<file path="src/sv/tridiagonal_thomas_solver_macros.svh">
// Assertion macros for the tridiagonal solver.
// Used by sv/tridiagonal_thomas_solver.sv; expects clk and rst_n in scope.
`ifndef TRIDIAGONAL_THOMAS_SOLVER_MACROS_SVH
`define TRIDIAGONAL_THOMAS_SOLVER_MACROS_SVH
`ifndef SYNTHESIS
`define TTS_ASSERT_SAME(label, ante, cons) \
    label: assert property (@(posedge clk) disable iff (!rst_n) (ante) |-> (cons)) \
        else $error("tridiagonal solver check failed");
`define TTS_ASSERT_NEXT(label, ante, cons) \
    label: assert property (@(posedge clk) disable iff (!rst_n) (ante) |=> (cons)) \
        else $error("tridiagonal solver check failed");
`else
`define TTS_ASSERT_SAME(label, ante, cons)
`define TTS_ASSERT_NEXT(label, ante, cons)
`endif
`endif

</file>
<file path="src/sv/tts_pkg.sv">
// Types, constants and saturation helper for the tridiagonal solver.
// No dependencies.
package tts_pkg;

    localparam int MUL_STEPS = 32;
    localparam int DIV_STEPS = 48;
    localparam logic signed [31:0] Q_MAX = 32'sh7FFF_FFFF;
    localparam logic signed [31:0] Q_MIN = 32'sh8000_0000;

    typedef struct packed {
        logic signed [31:0] sub_diag;
        logic signed [31:0] main_diag;
        logic signed [31:0] super_diag;
        logic signed [31:0] rhs_value;
        logic               last_row;
    } row_in_t;

    typedef struct packed {
        logic signed [31:0] solution;
        logic [3:0]         row_index;
        logic               last_out;
        logic               solve_error;
    } result_t;

    typedef enum logic [3:0] {
        S_IDLE,
        S_LOAD,
        S_RD,
        S_MUL_B,
        S_DEN,
        S_MUL_G,
        S_NUMG,
        S_DIVINIT_B,
        S_DIV_B,
        S_DIVINIT_G,
        S_DIV_G,
        S_WRITE,
        S_BS_RD,
        S_BS_DAT,
        S_BS_MUL,
        S_BS_ADD
    } state_t;

    // S_EMIT kept apart: the enum above is full at 4 bits
    typedef enum logic {
        EMIT_OFF,
        EMIT_ON
    } emit_t;

    function automatic logic signed [31:0] sat49(input logic signed [48:0] v);
        logic signed [31:0] r;
        if (v > 49'sd2147483647)
            r = Q_MAX;
        else if (v < -49'sd2147483648)
            r = Q_MIN;
        else
            r = v[31:0];
        return r;
    endfunction

endpackage

</file>
<file path="src/sv/tridiagonal_thomas_solver.sv">
// Tridiagonal solver top level: forward sweep, coefficient memories, back substitution.
// Depends on tts_pkg and tridiagonal_thomas_solver_macros.svh.
`include "tridiagonal_thomas_solver_macros.svh"

// Thomas-algorithm solver, signed Q16.16. One row is transferred per start pulse
// (start high while busy low). Row zero runs two restoring 48-step divides; later rows
// run two bit-serial 32-step multiplies first. Multiplies share one shift-add datapath,
// divides one shift-subtract datapath. On the row marked last the unknowns are emitted
// last first, one result_valid pulse each, one serial multiply per unknown after the
// first. The receiver cannot stall; each result is shown for one cycle.
// Rows beyond MAX_ROWS are dropped and flag solve_error. No clearing pass after reset.
module tridiagonal_thomas_solver #(
    parameter int MAX_ROWS = 16
) (
    input  logic             clk,
    input  logic             rst_n,
    input  logic             start,
    output logic             busy,
    input  tts_pkg::row_in_t row_in,
    output logic             result_valid,
    output tts_pkg::result_t result
);
    import tts_pkg::*;

    localparam int AW = $clog2(MAX_ROWS);
    localparam int CW = $clog2(MAX_ROWS + 1);

    state_t state_reg, state_next;
    emit_t  emit_reg, emit_next;

    logic [CW-1:0] row_cnt_reg;
    logic          err_reg;
    logic          strobe_reg;
    logic [5:0]    cnt_reg;

    row_in_t            in_reg;
    logic signed [31:0] den_reg, numg_reg, beta_new_reg, x_reg;
    logic signed [31:0] rb_reg, rg_reg;
    logic [32:0]        m_hi_reg;
    logic [31:0]        m_lo_reg, m_cand_reg;
    logic [47:0]        dvd_reg;
    logic [31:0]        r_reg, dvs_reg;
    logic               dz_reg, nz_reg, nneg_reg, qneg_reg;
    logic [AW-1:0]      i_reg;
    logic               first_reg;
    result_t            out_reg;

    logic signed [31:0] beta_mem  [MAX_ROWS];
    logic signed [31:0] gamma_mem [MAX_ROWS];

    logic          full, mem_we, mul_done, div_done;
    logic [AW-1:0] rd_addr, wr_addr;
    logic [CW-1:0] cnt_m1;

    // serial multiply step
    logic [33:0]        m_add, m_sum;
    logic [63:0]        prod;
    logic signed [48:0] p_plus_b, d_minus_p, p_plus_g;

    // serial divide step
    logic [32:0]        r_sh;
    logic               q_bit;
    logic signed [31:0] div_res;
    logic [31:0]        q_neg32;

    // divider operand set-up
    logic [31:0] c_mag, g_mag, den_mag;

    assign full     = row_cnt_reg >= CW'(MAX_ROWS);
    assign cnt_m1   = row_cnt_reg - CW'(1);
    assign wr_addr  = AW'(row_cnt_reg);
    assign mul_done = cnt_reg == 6'(MUL_STEPS - 1);
    assign div_done = cnt_reg == 6'(DIV_STEPS - 1);

    assign m_add = !m_lo_reg[0] ? 34'd0 :
                   mul_done ? -{{2{m_cand_reg[31]}}, m_cand_reg} :
                   {{2{m_cand_reg[31]}}, m_cand_reg};
    assign m_sum = {m_hi_reg[32], m_hi_reg} + m_add;
    assign prod  = {m_hi_reg[31:0], m_lo_reg};
    assign p_plus_b  = $signed({prod[63], prod[63:16]}) + 49'(in_reg.main_diag);
    assign d_minus_p = 49'(in_reg.rhs_value) - $signed({prod[63], prod[63:16]});
    assign p_plus_g  = $signed({prod[63], prod[63:16]}) + 49'(rg_reg);

    assign r_sh  = {r_reg, dvd_reg[47]};
    assign q_bit = r_sh >= {1'b0, dvs_reg};

    assign c_mag   = in_reg.super_diag[31] ? 32'(-in_reg.super_diag) : in_reg.super_diag;
    assign g_mag   = numg_reg[31] ? 32'(-numg_reg) : numg_reg;
    assign den_mag = den_reg[31] ? 32'(-den_reg) : den_reg;
    assign q_neg32 = 32'd0 - dvd_reg[31:0];

    always_comb
    begin
        if (dz_reg)
            div_res = nz_reg ? 32'sd0 : (nneg_reg ? Q_MIN : Q_MAX);
        else if (qneg_reg)
            div_res = (dvd_reg[47:32] != 16'd0 || (dvd_reg[31] && dvd_reg[30:0] != 31'd0))
                      ? Q_MIN : $signed(q_neg32);
        else
            div_res = (dvd_reg[47:31] != 17'd0) ? Q_MAX : $signed(dvd_reg[31:0]);
    end

    // next state
    always_comb
    begin
        state_next = state_reg;
        emit_next  = EMIT_OFF;
        case (state_reg)
            S_IDLE:
                if (emit_reg == EMIT_ON && i_reg != '0)
                    state_next = S_BS_RD;
                else if (emit_reg == EMIT_OFF && start)
                    state_next = S_LOAD;
            S_LOAD:
                if (full)
                    state_next = in_reg.last_row ? S_BS_RD : S_IDLE;
                else if (row_cnt_reg == '0)
                    state_next = S_DIVINIT_B;
                else
                    state_next = S_RD;
            S_RD:        state_next = S_MUL_B;
            S_MUL_B:     if (mul_done) state_next = S_DEN;
            S_DEN:       state_next = S_MUL_G;
            S_MUL_G:     if (mul_done) state_next = S_NUMG;
            S_NUMG:      state_next = S_DIVINIT_B;
            S_DIVINIT_B: state_next = S_DIV_B;
            S_DIV_B:     if (div_done) state_next = S_DIVINIT_G;
            S_DIVINIT_G: state_next = S_DIV_G;
            S_DIV_G:     if (div_done) state_next = S_WRITE;
            S_WRITE:     state_next = in_reg.last_row ? S_BS_RD : S_IDLE;
            S_BS_RD:     state_next = S_BS_DAT;
            S_BS_DAT:
                if (first_reg)
                begin
                    state_next = S_IDLE;
                    emit_next  = EMIT_ON;
                end
                else
                    state_next = S_BS_MUL;
            S_BS_MUL:    if (mul_done) state_next = S_BS_ADD;
            S_BS_ADD:
            begin
                state_next = S_IDLE;
                emit_next  = EMIT_ON;
            end
            default:     state_next = S_IDLE;
        endcase
    end

    // control outputs
    always_comb
    begin
        busy    = state_reg != S_IDLE || emit_reg == EMIT_ON;
        mem_we  = state_reg == S_WRITE;
        case (state_reg)
            S_BS_RD, S_BS_DAT, S_BS_MUL, S_BS_ADD: rd_addr = i_reg;
            default:                                rd_addr = AW'(cnt_m1);
        endcase
    end

    always_ff @(posedge clk or negedge rst_n)
    begin
        if (!rst_n)
        begin
            state_reg   <= S_IDLE;
            emit_reg    <= EMIT_OFF;
            row_cnt_reg <= '0;
            err_reg     <= 1'b0;
            strobe_reg  <= 1'b0;
        end
        else
        begin
            state_reg  <= state_next;
            emit_reg   <= emit_next;
            strobe_reg <= emit_reg == EMIT_ON;
            if (state_reg == S_LOAD && full)
                err_reg <= 1'b1;
            if ((state_reg == S_DIVINIT_B || state_reg == S_DIVINIT_G) && den_reg == 32'sd0)
                err_reg <= 1'b1;
            if (state_reg == S_WRITE)
                row_cnt_reg <= row_cnt_reg + CW'(1);
            if (emit_reg == EMIT_ON && i_reg == '0)
            begin
                row_cnt_reg <= '0;
                err_reg     <= 1'b0;
            end
        end
    end

    // coefficient memories, registered read
    always_ff @(posedge clk)
    begin
        if (mem_we)
        begin
            beta_mem[wr_addr]  <= beta_new_reg;
            gamma_mem[wr_addr] <= div_res;
        end
        rb_reg <= beta_mem[rd_addr];
        rg_reg <= gamma_mem[rd_addr];
    end

    // datapath
    always_ff @(posedge clk)
    begin
        if (emit_reg == EMIT_ON)
        begin
            out_reg.solution    <= x_reg;
            out_reg.row_index   <= 4'(i_reg);
            out_reg.last_out    <= i_reg == '0;
            out_reg.solve_error <= err_reg;
            if (i_reg != '0)
            begin
                i_reg     <= i_reg - AW'(1);
                first_reg <= 1'b0;
            end
        end
        case (state_reg)
            S_IDLE:
                if (emit_reg == EMIT_OFF && start)
                    in_reg <= row_in;
            S_LOAD:
            begin
                den_reg   <= in_reg.main_diag;
                numg_reg  <= in_reg.rhs_value;
                i_reg     <= AW'(cnt_m1);
                first_reg <= 1'b1;
            end
            S_RD:
            begin
                m_cand_reg <= in_reg.sub_diag;
                m_lo_reg   <= rb_reg;
                m_hi_reg   <= '0;
                cnt_reg    <= '0;
            end
            S_DEN:
            begin
                den_reg    <= sat49(p_plus_b);
                m_lo_reg   <= rg_reg;
                m_hi_reg   <= '0;
                cnt_reg    <= '0;
            end
            S_NUMG:
                numg_reg <= sat49(d_minus_p);
            S_MUL_B, S_MUL_G, S_BS_MUL:
            begin
                m_hi_reg <= m_sum[33:1];
                m_lo_reg <= {m_sum[0], m_lo_reg[31:1]};
                cnt_reg  <= cnt_reg + 6'd1;
            end
            S_DIVINIT_B:
            begin
                dvd_reg  <= {c_mag, 16'd0};
                r_reg    <= '0;
                dvs_reg  <= den_mag;
                dz_reg   <= den_reg == 32'sd0;
                nz_reg   <= in_reg.super_diag == 32'sd0;
                nneg_reg <= !in_reg.super_diag[31] && in_reg.super_diag != 32'sd0;
                qneg_reg <= (!in_reg.super_diag[31]) ^ den_reg[31];
                cnt_reg  <= '0;
            end
            S_DIVINIT_G:
            begin
                beta_new_reg <= div_res;
                dvd_reg  <= {g_mag, 16'd0};
                r_reg    <= '0;
                dvs_reg  <= den_mag;
                dz_reg   <= den_reg == 32'sd0;
                nz_reg   <= numg_reg == 32'sd0;
                nneg_reg <= numg_reg[31];
                qneg_reg <= numg_reg[31] ^ den_reg[31];
                cnt_reg  <= '0;
            end
            S_DIV_B, S_DIV_G:
            begin
                r_reg   <= q_bit ? 32'(r_sh - {1'b0, dvs_reg}) : r_sh[31:0];
                dvd_reg <= {dvd_reg[46:0], q_bit};
                cnt_reg <= cnt_reg + 6'd1;
            end
            S_WRITE:
            begin
                i_reg     <= wr_addr;
                first_reg <= 1'b1;
            end
            S_BS_DAT:
            begin
                if (first_reg)
                    x_reg <= rg_reg;
                m_cand_reg <= rb_reg;
                m_lo_reg   <= x_reg;
                m_hi_reg   <= '0;
                cnt_reg    <= '0;
            end
            S_BS_ADD:
                x_reg <= sat49(p_plus_g);
            default:
            begin
            end
        endcase
    end

    assign result_valid = strobe_reg;
    assign result       = out_reg;

    `TTS_ASSERT_NEXT(a_start_busy, start && !busy, busy)
    `TTS_ASSERT_NEXT(a_strobe_gap, result_valid, !result_valid)
    `TTS_ASSERT_SAME(a_cnt_range, 1'b1, row_cnt_reg <= CW'(MAX_ROWS))
    `TTS_ASSERT_NEXT(a_last_clears, result_valid && result.last_out, row_cnt_reg == '0)

endmodule

</file>
<file path="config.mk">
export PLATFORM = sky130hd
export DESIGN_NAME = tridiagonal_thomas_solver
export DESIGN_NICKNAME = d
export VERILOG_FILES = /design/src/sv/tts_pkg.sv /design/src/sv/tridiagonal_thomas_solver.sv
export VERILOG_INCLUDE_DIRS = /design/src /design/src/sv
export SDC_FILE = /design/constraint.sdc
export NUM_CORES = 2
export LEC_CHECK = 0
export ABC_CLOCK_PERIOD_IN_PS = 11700
export BUFFER_PORTS_ARGS = -buffer_cell sky130_fd_sc_hd__buf_2
export CAP_MARGIN = 20
export CELL_PAD_IN_SITES_DETAIL_PLACEMENT = 1
export CELL_PAD_IN_SITES_GLOBAL_PLACEMENT = 1
export CORE_MARGIN = 2
export CORE_UTILIZATION = 35
export CTS_CLUSTER_SIZE = 25
export DETAILED_ROUTE_END_ITERATION = 10
export PLACE_DENSITY = 0.61
export SYNTH_ARGS = -nofsm -noshare
export SYNTH_HDL_FRONTEND = slang
export SYNTH_SLANG_ARGS = --single-unit
</file>
<file path="constraint.sdc">
create_clock -name clk -period 11.7 [get_ports clk]
set_clock_uncertainty 0.1 [all_clocks]
set_input_delay 0.585 -clock clk [delete_from_list [all_inputs] [get_ports clk]]
set_output_delay 0.585 -clock clk [all_outputs]
set_load 0.02 [all_outputs]
</file>
==> out/summary.txt <==
Residual DRC -> 0
Chip width -> 472 um
Initial antenna violation count -> 13
Synthesized Nets -> 5907
Via count -> 50406
Static Leak -> 31.2 nW
Cell breakdown of the critical path -> ha_1 > nand3_1 > nand2b_1 > nor2_1 > a21oi_1 > xnor2_1 > and2_1 > ha_1 > a2111oi_0 > nand2_1 > a31oi_1 > inv_1 > a41o_1 > a221oi_1 > a21oi_1 > a211o_1 > a41oi_1 > xor2_1 > nor2_1
Setup TNS -> 0 ps
Mean Syn Cell Area -> 13.8 um2
Final worst slack -> 5870 ps
Initial drt markers -> 4159
Max_slew headroom -> 25.5%
Register area share after synthesis -> 62.4%
RSZ-0062 raised after global routing -> no
Most frequent cells in the layout -> 1542 x edfxtp_1, 347 x nand2_1, 326 x nor2_1
Maxcap violations -> 0
Mapped Cells -> 5550
Top cells by area, synth -> edfxtp_1 60%, mux4_2 7.5%, ha_1 3.6%
Pre-antenna DRT Iters -> 5
Setup Buffers After CTS -> 0
Total of fill cells in the finished design -> 22227
Vias in the first global route -> 52287
Post-synth ARST share -> 0.741%
First-pass GRT wire length -> 362000 um
Pre-CTS setup slack -> 5890 ps
Synth warn -> 0
Clock slew at reported path FFs -> 60 ps
Worst Tran Pin Value -> 1120 ps
WL final -> 248000 um
Synth area leader -> edfxtp_1
Power Density -> 146 nW/um2
Root buf cell -> clkbuf_16
Startpoint type of the worst setup path -> flop
CP Class -> reg -> reg
Fmax achieved -> 172 MHz
CP endpoint kind -> flop
Fin. max-slew vios -> 0
Crit path DAT -> 6240 ps
Final net count -> 6193
Final period utilization -> 49.8%
Clock tree buffer depth -> 3
Commonest non-fill, non-tap cell in the layout -> edfxtp_1
DP HPWL -> 162000 um
CP max FO -> 16
Skew-Pair Late Insertion Delay -> 850 ps
Die height -> 472 um
Yosys reg bits -> 1619
Syn-to-layout area delta -> 15.2%
Final Wtd Congestion -> 0.867
Rows -> 171
Post-synth EDFFs -> 1542
CP max stage delay -> 660 ps
Share of the synthesized area in the top cell type -> 60.3%
Post-cts repair resize count -> 0
Max rail drop VDD -> 0.149 mV
Congestion Overflow GR -> 0
Vias per cell -> 5.70
Critical Path RT -> 12120 ps
Remaining antenna violation count -> 0
WL per Instance -> 28.0 um
I/O pin count -> 172
Fraction of layout cells with a size suffix above 1 -> 14.5%
CTS tree -> done
Main synth FF type -> edfxtp_1
Clock sinks -> 1619
Placeable Area -> 218000 um2
Max H-tree Level -> 4
CTS buffer count -> 174
DIE AREA -> 223000 um2
Slowest-stage cell, CP -> a2111oi_0
Gr usage total -> 21.9%
Period minus WS final -> 5830 ps
Largest net degree at the start of global routing -> 134
Effective utilization at floorplan -> 35.3%
IO buf count -> 171
Distinct cell type count after synthesis -> 89
Final-report hold violation count -> 0
Hold slack -> 80.2 ps
Final Setup Violations -> 0
Hold crit path type -> in -> async
Cell Area, Synth -> 76800 um2
Outcome -> completed
## per-layer routing
layer	GRT usage, %	wire (um)	vias to the layer above
li1	-	-	22355
met1	28.4	104000	26307
met2	37.0	120000	1341
met3	3.07	12300	401
met4	8.89	11100	2
met5	0	9	-
## critical path, delay by kind of cell (launching register included)
kind	cells	cell delay [ps]
AO/OA/AOI/OAI	8	2510
XOR/XNOR	2	350
adder cells (fa/ha/maj)	2	540
buffers and inverters	1	50
flip-flops	1	380
AND/OR/NAND/NOR	6	1610
## area by class of cell
type                    count  area, um2  area share [%]
diodes                      5       12.5          0.0141
clock buffers             234       4780            5.40
clock inverters            91       1140            1.29
inverters                 156        587           0.663
multi-input cells        3491      27500            31.1
flip-flops and latches   1619      47900            54.2
well taps                2854       3570            4.04
repair buffers            394       2980            3.37
## cell families after synthesis
| logic type | share of synthesized area [%] |
|---|---|
| AO/OA/AOI/OAI | 11.4 |
| multiplexers | 8.56 |
| flip-flops | 62.4 |
| adder cells (fa/ha/maj) | 3.71 |
| AND/OR/NAND/NOR | 8.55 |
| buffers and inverters | 2.22 |
| XOR/XNOR | 3.22 |
## power breakdown
part | leakage [nW] | switching (mW) | internal [mW]
logic | 13.6 | 0.418 | 0.347
registers | 14.7 | 0.0827 | 6.40
clock network | 2.86 | 2.42 | 3.26
## per-stage QoR
stage	power (mW)	utilization, %	instances	area [um2]
after floorplan	7.11	-	5550	76800
after global placement	7.30	37.2	8366	81000
after detailed placement	7.32	37.3	8371	81100
after CTS	13.0	40.6	8826	88300
after global routing	13.3	40.7	8839	88500
final	12.9	40.7	8844	88500
## final timing paths
path	start	endpoint	slack, ps	cells after the start
setup / recovery	cnt_reg[0]	m_hi_reg[29]	5870	19
min in group clk	start	in_reg[0]	200	3
max in group asynchronous	rst_n	emit_reg	11070	2
hold / removal	rst_n	result_valid	80	2
setup reg to reg	cnt_reg[0]	m_hi_reg[29]	5870	19
hold reg to reg	i_reg[0]	result[2]	400	0
## synth_stat cells (12+ instances only)
library cell / n
edfxtp_1: 1542
nand2_1: 349
nor2_1: 332
a21oi_1: 326
o21ai_0: 262
mux4_2: 256
clkbuf_1: 232
ha_1: 220
xnor2_1: 182
inv_1: 156
a21o_1: 134
a211oi_1: 118
xor2_1: 100
nor2b_1: 97
nor3_1: 96
mux2i_1: 79
nand3_1: 70
dfxtp_1: 65
or3_1: 59
and2_1: 56
nand2b_1: 49
nand4_1: 49
o31ai_1: 42
and3_1: 41
buf_1: 39
a221o_1: 38
o22ai_1: 38
a222oi_1: 32
nor4_1: 31
o32ai_1: 31
a31oi_1: 29
o21bai_1: 29
nor3b_1: 27
or4_1: 26
o21a_1: 25
o21ai_1: 25
o41ai_1: 23
a22oi_1: 21
o211ai_1: 21
a2111oi_0: 15
dfrtp_1: 12
o221ai_1: 12
or2_2: 12
## what timing repair did
item,in CTS,in global routing
setup endpoints to repair,0,0
endpoints found under the hold margin,141,0
hold buffers,130,0
No activity file was read; power rests on OpenSTA's default activity.
